$ cat config.mk
export PLATFORM = sky130hd
export DESIGN_NAME = int_divider_signed_unsigned_top_flat
export DESIGN_NICKNAME = d
export VERILOG_FILES = /design/src/rtl/core/idsu_pkg.sv /design/src/rtl/core/idsu_req_if.sv /design/src/rtl/core/idsu_rsp_if.sv /design/src/rtl/core/idsu_core.sv /design/src/rtl/core/int_divider_signed_unsigned_top.sv /design/src/flat_wrapper.sv
export VERILOG_INCLUDE_DIRS = /design/src /design/src/rtl/core
export SDC_FILE = /design/constraint.sdc
export NUM_CORES = 1
export LEC_CHECK = 0
export BUFFER_PORTS_ARGS = -buffer_cell sky130_fd_sc_hd__clkbuf_2
export CORE_AREA = 2 2 207 209
export CTS_CLUSTER_SIZE = 30
export DETAILED_ROUTE_END_ITERATION = 7
export DIE_AREA = 0 0 209 211
export PLACE_DENSITY_LB_ADDON = 0.12
export SLEW_MARGIN = 20
export SYNTH_ARGS = -nofsm -noshare
export SYNTH_HDL_FRONTEND = slang
export SYNTH_SLANG_ARGS = --single-unit
$ cat constraint.sdc
create_clock -name clk -period 16.8 [get_ports clk]
set_input_delay 1.68 -clock clk [delete_from_list [all_inputs] [get_ports clk]]
set_output_delay 1.68 -clock clk [all_outputs]
set_load 0.05 [all_outputs]
$ cat src/rtl/core/int_divider_signed_unsigned_top_defines.svh
// ---------------------------------------------------------------------------
// int_divider_signed_unsigned_top_defines
// assertion macros shared by the divider rtl, empty for synthesis
// ---------------------------------------------------------------------------
`ifndef INT_DIVIDER_SIGNED_UNSIGNED_TOP_DEFINES_SVH
`define INT_DIVIDER_SIGNED_UNSIGNED_TOP_DEFINES_SVH

`ifndef SYNTHESIS
`define IDSU_ASSERT_SAME(lbl, clk, rst_n, ante, cons, msg) \
  lbl: assert property (@(posedge clk) disable iff (!rst_n) (ante) |-> (cons)) \
    else $error(msg);
`define IDSU_ASSERT_NEXT(lbl, clk, rst_n, ante, cons, msg) \
  lbl: assert property (@(posedge clk) disable iff (!rst_n) (ante) |=> (cons)) \
    else $error(msg);
`else
`define IDSU_ASSERT_SAME(lbl, clk, rst_n, ante, cons, msg)
`define IDSU_ASSERT_NEXT(lbl, clk, rst_n, ante, cons, msg)
`endif

`endif

$ cat src/rtl/core/idsu_pkg.sv
// ---------------------------------------------------------------------------
// idsu_pkg
// widths, operation codes and control types of the integer divider
// ---------------------------------------------------------------------------
package idsu_pkg;

  localparam int DATA_W  = 64;
  localparam int HALF_W  = 32;
  localparam int KIND_W  = 2;
  localparam int CNT_W   = $clog2(DATA_W);
  localparam int OP_W    = 3;

  localparam int KIND_SIGN_BIT = 0;
  localparam int KIND_WIDE_BIT = 1;

  localparam logic [OP_W-1:0] OP_HOLD = 3'd0;
  localparam logic [OP_W-1:0] OP_CLR  = 3'd1;
  localparam logic [OP_W-1:0] OP_NEGN = 3'd2;
  localparam logic [OP_W-1:0] OP_NEGD = 3'd3;
  localparam logic [OP_W-1:0] OP_STEP = 3'd4;
  localparam logic [OP_W-1:0] OP_NEGQ = 3'd5;
  localparam logic [OP_W-1:0] OP_NEGR = 3'd6;

  typedef struct packed {
    logic            load;
    logic [OP_W-1:0] op;
  } idsu_ctrl_t;

  typedef struct packed {
    logic den_zero;
    logic n_neg;
    logic d_neg;
  } idsu_stat_t;

  function automatic logic [DATA_W-1:0] width_mask(input logic wide);
    width_mask = wide ? {DATA_W{1'b1}} : {{(DATA_W-HALF_W){1'b0}}, {HALF_W{1'b1}}};
  endfunction

  function automatic logic sign_of(input logic [DATA_W-1:0] v, input logic wide);
    sign_of = wide ? v[DATA_W-1] : v[HALF_W-1];
  endfunction

endpackage

$ cat src/rtl/core/idsu_req_if.sv
// ---------------------------------------------------------------------------
// idsu_req_if
// request channel of the integer divider: kind, dividend, divisor
// ---------------------------------------------------------------------------
interface idsu_req_if;
  logic        valid;
  logic        ready;
  logic [1:0]  kind;
  logic [63:0] dividend;
  logic [63:0] divisor;

  modport source (output valid, output kind, output dividend, output divisor, input ready);
  modport sink   (input valid, input kind, input dividend, input divisor, output ready);
endinterface

$ cat src/rtl/core/idsu_rsp_if.sv
// ---------------------------------------------------------------------------
// idsu_rsp_if
// result channel of the integer divider: quotient, remainder, zero flag
// ---------------------------------------------------------------------------
interface idsu_rsp_if;
  logic        valid;
  logic        ready;
  logic [63:0] quotient;
  logic [63:0] remainder;
  logic        divide_by_zero;

  modport source (output valid, output quotient, output remainder,
                  output divide_by_zero, input ready);
  modport sink   (input valid, input quotient, input remainder,
                  input divide_by_zero, output ready);
endinterface

$ cat src/rtl/core/idsu_core.sv
// ---------------------------------------------------------------------------
// idsu_core
// divider datapath: operand registers around one shared 65-bit subtractor
// used for negation, restoring steps and sign fix-up
// ---------------------------------------------------------------------------
module idsu_core (
  input  logic                              clk,
  input  idsu_pkg::idsu_ctrl_t              ctrl,
  input  logic [idsu_pkg::KIND_W-1:0]       kind,
  input  logic [idsu_pkg::DATA_W-1:0]       dividend,
  input  logic [idsu_pkg::DATA_W-1:0]       divisor,
  output idsu_pkg::idsu_stat_t              stat,
  output logic [idsu_pkg::DATA_W-1:0]       quotient,
  output logic [idsu_pkg::DATA_W-1:0]       remainder,
  output logic                              divide_by_zero
);
  import idsu_pkg::*;

  logic [DATA_W-1:0] quo_r, quo_nxt;
  logic [DATA_W-1:0] rem_r, rem_nxt;
  logic [DATA_W-1:0] den_r, den_nxt;
  logic              wide_r, wide_nxt;
  logic              n_neg_r, n_neg_nxt;
  logic              d_neg_r, d_neg_nxt;
  logic              dz_r, dz_nxt;

  logic [DATA_W:0]   sub_a, sub_b, diff;
  logic [DATA_W-1:0] mask, ld_mask, ld_n, ld_d;
  logic              ld_wide, ld_sgn;

  assign mask    = width_mask(wide_r);
  assign ld_wide = kind[KIND_WIDE_BIT];
  assign ld_sgn  = kind[KIND_SIGN_BIT];
  assign ld_mask = width_mask(ld_wide);
  assign ld_n    = dividend & ld_mask;
  assign ld_d    = divisor & ld_mask;

  // shared subtractor
  always_comb begin
    sub_a = '0;
    sub_b = '0;
    case (ctrl.op)
      OP_NEGN: sub_b = {1'b0, quo_r};
      OP_NEGD: sub_b = {1'b0, den_r};
      OP_NEGQ: sub_b = {1'b0, quo_r};
      OP_NEGR: sub_b = {1'b0, rem_r};
      OP_STEP: begin
        sub_a = {rem_r, quo_r[DATA_W-1]};
        sub_b = {1'b0, den_r};
      end
      default: begin
        sub_a = '0;
        sub_b = '0;
      end
    endcase
    diff = sub_a - sub_b;
  end

  always_comb begin
    quo_nxt   = quo_r;
    rem_nxt   = rem_r;
    den_nxt   = den_r;
    wide_nxt  = wide_r;
    n_neg_nxt = n_neg_r;
    d_neg_nxt = d_neg_r;
    dz_nxt    = dz_r;
    if (ctrl.load) begin
      quo_nxt   = ld_n;
      rem_nxt   = '0;
      den_nxt   = ld_d;
      wide_nxt  = ld_wide;
      n_neg_nxt = ld_sgn & sign_of(ld_n, ld_wide);
      d_neg_nxt = ld_sgn & sign_of(ld_d, ld_wide);
      dz_nxt    = (ld_d == '0);
    end else begin
      case (ctrl.op)
        OP_CLR: begin
          quo_nxt = '0;
          rem_nxt = '0;
        end
        OP_NEGN: quo_nxt = diff[DATA_W-1:0] & mask;
        OP_NEGD: den_nxt = diff[DATA_W-1:0] & mask;
        OP_NEGQ: quo_nxt = diff[DATA_W-1:0] & mask;
        OP_NEGR: rem_nxt = diff[DATA_W-1:0] & mask;
        OP_STEP: begin
          // no borrow means the shifted remainder reached the divisor
          if (!diff[DATA_W]) begin
            rem_nxt = diff[DATA_W-1:0];
          end else begin
            rem_nxt = sub_a[DATA_W-1:0];
          end
          quo_nxt = {quo_r[DATA_W-2:0], ~diff[DATA_W]};
        end
        default: begin
          quo_nxt = quo_r;
        end
      endcase
    end
  end

  always_ff @(posedge clk) begin
    quo_r   <= quo_nxt;
    rem_r   <= rem_nxt;
    den_r   <= den_nxt;
    wide_r  <= wide_nxt;
    n_neg_r <= n_neg_nxt;
    d_neg_r <= d_neg_nxt;
    dz_r    <= dz_nxt;
  end

  assign stat.den_zero  = dz_r;
  assign stat.n_neg     = n_neg_r;
  assign stat.d_neg     = d_neg_r;
  assign quotient       = quo_r;
  assign remainder      = rem_r;
  assign divide_by_zero = dz_r;

endmodule

$ cat src/rtl/core/int_divider_signed_unsigned_top.sv
// ---------------------------------------------------------------------------
// int_divider_signed_unsigned_top
// signed and unsigned 32/64-bit integer divider, one request at a time
// ---------------------------------------------------------------------------
// Takes one request beat, then holds in_ch.ready low until the result beat
// has been taken. A restoring shift-and-subtract loop runs 64 steps on one
// shared 65-bit subtractor, for every kind; that subtractor also negates the
// signed operands before the loop and the quotient and remainder after it.
// After the request beat the states run S_NEGN, S_NEGD, S_DIV, S_FIXQ,
// S_FIXR and S_DONE, with S_NEGN going straight to S_DONE on a zero
// divisor. The next request can be taken in the cycle after the result
// beat, so output stalls delay it. Signed kinds truncate toward zero with
// the remainder following the dividend's sign; a zero divisor returns zero
// results with divide_by_zero set.
`include "int_divider_signed_unsigned_top_defines.svh"

module int_divider_signed_unsigned_top (
  input  logic        clk,
  input  logic        rst_n,
  idsu_req_if.sink    in_ch,
  idsu_rsp_if.source  out_ch
);
  import idsu_pkg::*;

  localparam logic [2:0] S_IDLE = 3'd0;
  localparam logic [2:0] S_NEGN = 3'd1;
  localparam logic [2:0] S_NEGD = 3'd2;
  localparam logic [2:0] S_DIV  = 3'd3;
  localparam logic [2:0] S_FIXQ = 3'd4;
  localparam logic [2:0] S_FIXR = 3'd5;
  localparam logic [2:0] S_DONE = 3'd6;

  logic [2:0]       state_r, state_nxt;
  logic [CNT_W-1:0] cnt_r, cnt_nxt;
  idsu_ctrl_t       ctrl;
  idsu_stat_t       stat;
  logic             in_beat, out_beat;

  assign in_ch.ready  = (state_r == S_IDLE);
  assign out_ch.valid = (state_r == S_DONE);
  assign in_beat      = in_ch.valid & in_ch.ready;
  assign out_beat     = out_ch.valid & out_ch.ready;

  always_comb begin
    state_nxt = state_r;
    cnt_nxt   = cnt_r;
    ctrl.load = 1'b0;
    ctrl.op   = OP_HOLD;
    case (state_r)
      S_IDLE: begin
        if (in_beat) begin
          ctrl.load = 1'b1;
          state_nxt = S_NEGN;
        end
      end
      S_NEGN: begin
        if (stat.den_zero) begin
          ctrl.op   = OP_CLR;
          state_nxt = S_DONE;
        end else begin
          ctrl.op   = stat.n_neg ? OP_NEGN : OP_HOLD;
          state_nxt = S_NEGD;
        end
      end
      S_NEGD: begin
        ctrl.op   = stat.d_neg ? OP_NEGD : OP_HOLD;
        cnt_nxt   = '0;
        state_nxt = S_DIV;
      end
      S_DIV: begin
        ctrl.op = OP_STEP;
        cnt_nxt = cnt_r + 1'b1;
        if (cnt_r == CNT_W'(DATA_W-1)) begin
          state_nxt = S_FIXQ;
        end
      end
      S_FIXQ: begin
        ctrl.op   = (stat.n_neg ^ stat.d_neg) ? OP_NEGQ : OP_HOLD;
        state_nxt = S_FIXR;
      end
      S_FIXR: begin
        ctrl.op   = stat.n_neg ? OP_NEGR : OP_HOLD;
        state_nxt = S_DONE;
      end
      S_DONE: begin
        if (out_beat) begin
          state_nxt = S_IDLE;
        end
      end
      default: begin
        state_nxt = S_IDLE;
      end
    endcase
  end

  always_ff @(posedge clk) begin
    if (!rst_n) begin
      state_r <= S_IDLE;
      cnt_r   <= '0;
    end else begin
      state_r <= state_nxt;
      cnt_r   <= cnt_nxt;
    end
  end

  idsu_core u_core (
    .clk            (clk),
    .ctrl           (ctrl),
    .kind           (in_ch.kind),
    .dividend       (in_ch.dividend),
    .divisor        (in_ch.divisor),
    .stat           (stat),
    .quotient       (out_ch.quotient),
    .remainder      (out_ch.remainder),
    .divide_by_zero (out_ch.divide_by_zero)
  );

  // checks
  `IDSU_ASSERT_SAME(a_no_overlap, clk, rst_n, in_ch.ready, !out_ch.valid, "ready while result pending")
  `IDSU_ASSERT_NEXT(a_busy_after_beat, clk, rst_n, in_beat, !in_ch.ready, "request taken while busy")
  `IDSU_ASSERT_SAME(a_zero_div, clk, rst_n, out_ch.valid && out_ch.divide_by_zero, out_ch.quotient == '0 && out_ch.remainder == '0, "zero divisor gave nonzero result")
  `IDSU_ASSERT_NEXT(a_loop_end, clk, rst_n, state_r == S_DIV && cnt_r == CNT_W'(DATA_W-1), state_r == S_FIXQ, "division loop did not end after 64 steps")

endmodule

$ cat src/flat_wrapper.sv
// flat-port wrapper written by rule: the top's interface ports become plain ports
module int_divider_signed_unsigned_top_flat import idsu_pkg::*;
  (clk, rst_n, in_ch_valid, in_ch_kind, in_ch_dividend, in_ch_divisor, in_ch_ready, out_ch_valid, out_ch_quotient, out_ch_remainder, out_ch_divide_by_zero, out_ch_ready);
  idsu_req_if in_ch_i ();
  idsu_rsp_if out_ch_i ();
  input  logic clk;
  input  logic rst_n;
  input wire logic [$bits(in_ch_i.valid)-1:0] in_ch_valid;
  input wire logic [$bits(in_ch_i.kind)-1:0] in_ch_kind;
  input wire logic [$bits(in_ch_i.dividend)-1:0] in_ch_dividend;
  input wire logic [$bits(in_ch_i.divisor)-1:0] in_ch_divisor;
  output wire logic [$bits(in_ch_i.ready)-1:0] in_ch_ready;
  output wire logic [$bits(out_ch_i.valid)-1:0] out_ch_valid;
  output wire logic [$bits(out_ch_i.quotient)-1:0] out_ch_quotient;
  output wire logic [$bits(out_ch_i.remainder)-1:0] out_ch_remainder;
  output wire logic [$bits(out_ch_i.divide_by_zero)-1:0] out_ch_divide_by_zero;
  input wire logic [$bits(out_ch_i.ready)-1:0] out_ch_ready;
  assign in_ch_i.valid = in_ch_valid;
  assign in_ch_i.kind = in_ch_kind;
  assign in_ch_i.dividend = in_ch_dividend;
  assign in_ch_i.divisor = in_ch_divisor;
  assign in_ch_ready = in_ch_i.ready;
  assign out_ch_valid = out_ch_i.valid;
  assign out_ch_quotient = out_ch_i.quotient;
  assign out_ch_remainder = out_ch_i.remainder;
  assign out_ch_divide_by_zero = out_ch_i.divide_by_zero;
  assign out_ch_i.ready = out_ch_ready;
  int_divider_signed_unsigned_top u_core (.clk(clk), .rst_n(rst_n), .in_ch(in_ch_i), .out_ch(out_ch_i));
endmodule
==> impl_results.md, run 1 <==
* Antenna violations before repair at 0
* Register area share after synthesis at 0.3738
* Worst rel slew slack at 0.2290
* Hold Fails Final Rpt at 0
* Count leader, synth: nand2_1
* Number of synthesized flops with an enable pin at 132
* Reg-to-Reg Start: u_core.state_r[0]$_SDFFE_PN0P_
* Worst-path clk slew at 0.06 ns
* Drt pass-1 iters at 8
* Die Y at 211 microns
* Pin count of the biggest net entering global routing at 72
* Area Overhead vs Synth at 17.01%
* Post-synth top area cell: edfxtp_1
* Skew final at 0.03198 ns
* Drc violations at 0
* Avg Cell Area, Syn at 8.749 sq um
* CTS root buffer: clkbuf_16
* Status: complete, no violations
* Final slew viol count at 0
* Final nets at 2033
* Most used DFF post-synth: edfxtp_1
* Mapped Area at 0.01452 sq mm
* Internal power at 1.296 mW
* Logic pwr share at 0.447
* Hold depth at 2
* Post-layout min period at 6.972 ns
* R2r setup slk at 9.83 ns
* Hold EP: u_core.cnt_r[1]$_SDFFE_PN0P_
* Synth top cells by count: 220 x nand2_1, 132 x edfxtp_1, 131 x a21oi_1
* Worst Hold Margin at 0.4878 ns
* Worst skew pair latency at 0.57 ns
* Crit. End Element: flop
* HP Start: u_core.cnt_r[1]$_SDFFE_PN0P_
* Psw at 1.078 mW
* Worst IR drop on VDD at 0.07418 mV
* Fillers at 4280
* Reg2Reg Depth at 20
* Fmax at 143.4 MHz
* Clock share of power at 0.229
* First-pass GRT wire length at 87270 microns
* Reg area at 0.005426 sq mm
* Hold Crit Class: reg2reg
* Most frequent cell on the critical path: buf_4
* Via count at 14650
* Worst Setup Path Type: reg2reg
* Asr flop ratio synth at 0
* Static Leak at 7.577 nW
* CTS Hold Bufs at 0
* Port Buffers at 264
* Number of post-CTS setup repair buffers at 0
* Startpoint types: flop
* Starting Density at 0.3476
* CTS resizes at 0
* Drt total wl at 58170 microns
* Top cell type's share of synthesized area at 0.2731
* Power per standard cell area at 139.8 mW/mm^2
* Rows at 75
* Worst-margin pin slew at 1.157 ns
* Warnings from Yosys at 0
* Largest cells by area after synthesis: edfxtp_1 27%, dfxtp_1 10%, a222oi_1 5.7%
* CP max stage cell: dfxtp_2
* Synthesized instance count at 1659
* Share of layout cells above drive strength 1 at 0.1917
* Grt total ovfl at 0
* Sequential share of power at 0.324
* Endpoints failing setup at 0
* Final GP Congestion at 0.9044
* Maxcap violations at 0
* Vias in the first global route at 14410
* H-tree levels at 1
* CP max stage delay at 0.69 ns
* Syn Nets at 1860
* CTS Sinks at 205
* Full die area at 0.04410 sq mm
* CTS Buf Count at 26
* Iter 0 DRT Violations at 1702
* Antenna viol nets, final at 0
* Area of the core at 0.04176 sq mm
* Vias per inst at 6.125
* Die W at 209 microns
* Hpwl dp at 41300 microns
* Setup TNS at 0 ns
* Sw Share at 0.4540
* Tcrit/Tclk final at 0.4150
* CP max FO at 61
* Aggregate global-route resource usage at 0.2530
* CTS tree: done
* Unrepaired setup endpoints after global routing: no
* I/O pin cnt at 265
* Multi-input logic area at 0.008462 sq mm
* CP Data Required Time at 17.26 ns
* Yosys reg bits at 205
* Distinct cell type count after synthesis at 74
* Wire per inst at 24.32 microns
* R2r endpoint: u_core.u_core.remainder[3]$_SDFFE_PP0P_
* Clock Tree Buf Depth at 3
* Worst Path Arrival at 7.44 ns
* Critical Path, Cell by Cell: buf_4 > inv_1 > nor2_1 > and3_4 > buf_4 > a222oi_1 > inv_1 > ha_1 > fa_1 > nor2b_1 > o31ai_1 > a211oi_2 > o211ai_1 > o211ai_2 > a32oi_2 > a211o_2 > and3_2 > buf_4 > a22oi_1 > a21oi_1
critical path, delay by kind of cell (launching register included):
kind	cells	cell delay (ns)
compound gates	9	2.24
buf+inv	5	2.00
simple gates	4	1.40
flops	1	0.69
fa+ha+maj	2	0.40
kinds of logic (layout without fill, tap and decap cells):
logic type	Yosys count	in the layout	synth area share
compound gates	635	635	0.3085
xor+xnor	54	54	0.03258
fa+ha+maj	67	67	0.05827
buf+inv	180	373	0.04836
flops	205	205	0.3738
mux	13	13	0.009051
other cells	0	1	0
simple gates	505	505	0.1695
metrics by stage:
step	worst slack [ns]	area [sq um]	util	power, mW	instances
5_1_grt	9.511	16980	0.4067	2.493	2391
3_5_place_dp	9.984	16180	0.3875	1.832	2343
3_3_place_gp	10.19	16180	0.3875	1.829	2343
6_report	9.828	16980	0.4067	2.374	2392
2_1_floorplan	9.718	14520	-	1.512	1659
4_1_cts	9.967	16980	0.4067	2.378	2391
layout make-up:
class	count	area share
clock buffers	39	0.04302
repair buffers	282	0.08575
well taps	539	0.03971
multi-input cells	1274	0.4982
diodes	1	0.0001473
flip-flops and latches	205	0.3195
inverters	43	0.009651
clock inverters	9	0.003978
how the worst max path moves through the flow:
stage / cells after the start / slack, ns / startpoint / to
global route: 20 / 9.51 / u_core.state_r[0]$_SDFFE_PN0P_ / u_core.u_core.remainder[9]$_SDFFE_PP0P_
floorplan: 3 / 9.72 / in_ch_valid / u_core.u_core.quotient[0]$_DFFE_PP_
finish: 20 / 9.83 / u_core.state_r[0]$_SDFFE_PN0P_ / u_core.u_core.remainder[3]$_SDFFE_PP0P_
detailed placement: 20 / 9.98 / u_core.state_r[0]$_SDFFE_PN0P_ / u_core.u_core.remainder[18]$_SDFFE_PP0P_
global placement: 20 / 10.19 / u_core.state_r[0]$_SDFFE_PN0P_ / u_core.u_core.remainder[16]$_SDFFE_PP0P_
CTS: 20 / 9.97 / u_core.state_r[0]$_SDFFE_PN0P_ / u_core.u_core.remainder[3]$_SDFFE_PP0P_
power groups by stage:
| stage | registers (mW) | clock network [mW] | logic (mW) |
|---|---|---|---|
| 4_1_cts | 0.769 | 0.552 | 1.06 |
| 3_5_place_dp | 0.778 | 0 | 1.05 |
| 2_1_floorplan | 0.936 | 0 | 0.576 |
| 6_report | 0.769 | 0.543 | 1.06 |
| 5_1_grt | 0.780 | 0.569 | 1.14 |
| 3_3_place_gp | 0.779 | 0 | 1.05 |
per-layer routing:
metal	wire (microns)	vias up	track usage
met5	0	-	0
met2	27650	597	0.4293
met3	3870	96	0.03806
met4	1758	0	0.07906
li1	-	6799	-
met1	24890	7158	0.3322
placed cells by master (no fill, tap or decap), types with 66 or more instances in the layout:
master	n
a22oi_1	105
dfxtp_1	72
ha_1	66
a21oi_1	131
a222oi_1	83
o21ai_0	110
and3_1	77
edfxtp_1	132
clkbuf_2	264
nand2_1	219
sequential cells by signal (all words and copies together) (netlist names), 3 cells and up:
signal,cells
u_core.cnt_r,6
u_core.state_r,3
u_core.u_core.den_r,64
u_core.u_core.quotient,64
u_core.u_core.remainder,64
Note: power is estimated with default switching activity, not from simulation.
==> run 2, diff against run 1 <==
==> constraint.sdc (replaced) <==
create_clock -name clk -period 7.1 [get_ports clk]
set_input_delay 0.71 -clock clk [delete_from_list [all_inputs] [get_ports clk]]
set_output_delay 0.71 -clock clk [all_outputs]
set_load 0.05 [all_outputs]
==> impl_results.md, run 2 (same netlist as run 1, synthesis figures left out) <==
* Skew final at 0.01902 ns (-0.01296 ns)
* Reg2Reg Depth at 16 (-20%)
* Wire per inst at 24.61 microns (+1.2%)
* Worst Path Arrival at 6.18 ns (-1.26 ns)
* CP Data Required Time at 7.56 ns (-9.70 ns)
* HP Start: in_ch_divisor[25]
* Drt total wl at 58990 microns (+1.4%)
* CTS Sinks at 205 (unchanged)
* Share of layout cells above drive strength 1 at 0.1970 (+0.005301)
* Post-layout min period at 5.720 ns (-1.253 ns)
* Via count at 14750 (+0.68%)
* Fmax at 174.8 MHz (+22%)
* Setup TNS at 0 ns (unchanged)
* R2r endpoint: u_core.u_core.remainder[35]$_SDFFE_PP0P_
* Vias in the first global route at 14490 (+0.60%)
* Worst-path clk slew at 0.06 ns (about the same)
* CTS root buffer: clkbuf_16
* CP max stage cell: nor2_4
* Antenna viol nets, final at 0 (unchanged)
* CP max FO at 27 (-56%)
* Die W at 209 microns (unchanged)
* Final nets at 2041 (+0.39%)
* Area of the core at 0.04176 sq mm (unchanged)
* I/O pin cnt at 265 (unchanged)
* CTS resizes at 0 (unchanged)
* Hold EP: u_core.u_core.den_r[25]$_DFFE_PP_
* CP max stage delay at 0.77 ns (+0.08 ns)
* Final slew viol count at 0 (unchanged)
* H-tree levels at 1 (unchanged)
* Total inserted antenna cells at 0 (-1)
* Fillers at 4255 (-0.58%)
* Drc violations at 19 (+19)
* Maxcap violations at 0 (unchanged)
* CTS Buf Count at 25 (-3.8%)
* Pin count of the biggest net entering global routing at 80 (+11%)
* Hold Fails Final Rpt at 0 (unchanged)
* Number of post-CTS setup repair buffers at 0 (unchanged)
* Hold Crit Class: in2reg
* Die Y at 211 microns (unchanged)
* Worst rel slew slack at 0.2761 (+0.04717)
* Drt pass-1 iters at 8 (unchanged)
* Hpwl dp at 42450 microns (+2.8%)
* Crit. End Element: flop
* Total power at 5.693 mW (+140%)
* CTS Hold Bufs at 0 (unchanged)
* Starting Density at 0.3476 (unchanged)
* Most frequent cells in the layout: 264 x clkbuf_2, 219 x nand2_1, 132 x edfxtp_1
* Unrepaired setup endpoints after global routing: no
* Tcrit/Tclk final at 0.8056 (+0.3906)
* Commonest non-fill, non-tap cell in the layout: clkbuf_2
* Most frequent cell on the critical path: a21oi_1
* Antenna violations before repair at 0 (unchanged)
* Worst Setup Path Type: reg2reg
* Reg area at 0.005426 sq mm (unchanged)
* Hold depth at 3 (+1)
* Worst skew pair latency at 0.55 ns (-0.02 ns)
* Area Overhead vs Synth at 17.88%
* Worst-margin pin slew at 1.082 ns (-0.07485 ns)
* CTS tree: done
* Rows at 75 (unchanged)
* Critical Path, Cell by Cell: nand2b_1 > nor2_4 > buf_4 > a222oi_1 > ha_1 > a21o_1 > o21bai_1 > a21oi_1 > o21bai_1 > a221o_1 > a21oi_1 > a41oi_2 > a21oi_4 > buf_4 > o21ai_0 > a21oi_1
* Iter 0 DRT Violations at 1654 (-2.8%)
* Clock Tree Buf Depth at 3 (unchanged)
* Aggregate global-route resource usage at 0.2573 (+0.004303)
* First-pass GRT wire length at 88460 microns (+1.4%)
* Multi-input logic area at 0.008462 sq mm (unchanged)
* Power per standard cell area at 332.7 mW/mm^2 (+140%)
* Reg-to-Reg Start: u_core.state_r[1]$_SDFFE_PN0P_
* R2r setup slk at 1.38 ns (-8.45 ns)
* Failing checks: design-rule violations
* Port Buffers at 264 (unchanged)
* Endpoints failing setup at 0 (unchanged)
* Full die area at 0.04410 sq mm (unchanged)
* Worst IR drop on VDD at 0.1772 mV (+140%)
* Vias per inst at 6.154 (+0.47%)
* Startpoint types: flop
* Status: complete, but fails checks
* Final GP Congestion at 0.8851 (-2.1%)
* Grt total ovfl at 0 (unchanged)
* Static Leak at 7.654 nW (+1.0%)
==> run 2: critical path, delay by kind of cell, from the launching register on <==
family                   cells  cell delay [ns]
flip-flops                   1             0.66
AND/OR/NAND/NOR              2             1.19
AO/OA/AOI/OAI               11             2.41
adder cells (fa/ha/maj)      1             0.46
buffers and inverters        2             0.87
==> run 2: cell type report <==
| type | instances | area share |
|---|---|---|
| timing repair buffer | 291 | 0.09053 |
| tap | 539 | 0.03941 |
| sequential | 205 | 0.3171 |
| multi-input combinational | 1274 | 0.4946 |
| inverter | 43 | 0.009579 |
| clock buffer | 35 | 0.03993 |
| clock inverter | 10 | 0.008848 |
==> run 2: where the power goes <==
| group | switching, mW | internal, mW | total, mW |
|---|---|---|---|
| Combinational | 1.82 | 0.712 | 2.53 |
| Clock | 0.531 | 0.813 | 1.34 |
| Sequential | 0.192 | 1.62 | 1.82 |
| Total | 2.54 | 3.15 | 5.69 |
==> run 2: per-layer routing <==
metal  routed length [microns]  global-route usage
met4                      1646             0.07660
met3                      3974             0.03449
met5                         0                   0
met2                     28050              0.4336
met1                     25320              0.3444
==> run 2: per-stage QoR <==
| step | cell area [sq um] | utilization | std cells | hold slack, ns | setup slack (ns) |
|---|---|---|---|---|---|
| floorplan | 14520 | - | 1659 | 0.4583 | 0.9037 |
| global placement | 16280 | 0.3898 | 2352 | 0.4800 | 1.661 |
| detailed placement | 16280 | 0.3898 | 2352 | 0.4886 | 1.497 |
| CTS | 17110 | 0.4097 | 2397 | 0.4196 | 1.435 |
| global route | 17110 | 0.4097 | 2397 | 0.4492 | 0.9645 |
| finish | 17110 | 0.4097 | 2397 | 0.4425 | 1.380 |
==> run 2: how the worst max path moves through the flow <==
stage                              startpoint                                  endpoint  depth (start not counted)
2_1_floorplan  u_core.state_r[0]$_SDFFE_PN0P_          u_core.u_core.den_r[0]$_DFFE_PP_                          4
3_5_place_dp   u_core.state_r[1]$_SDFFE_PN0P_  u_core.u_core.remainder[35]$_SDFFE_PP0P_                         16
4_1_cts        u_core.state_r[1]$_SDFFE_PN0P_  u_core.u_core.remainder[35]$_SDFFE_PP0P_                         16
6_report       u_core.state_r[1]$_SDFFE_PN0P_  u_core.u_core.remainder[35]$_SDFFE_PP0P_                         16
5_1_grt        u_core.state_r[1]$_SDFFE_PN0P_  u_core.u_core.remainder[18]$_SDFFE_PP0P_                         16
3_3_place_gp   u_core.state_r[1]$_SDFFE_PN0P_  u_core.u_core.remainder[33]$_SDFFE_PP0P_                         16
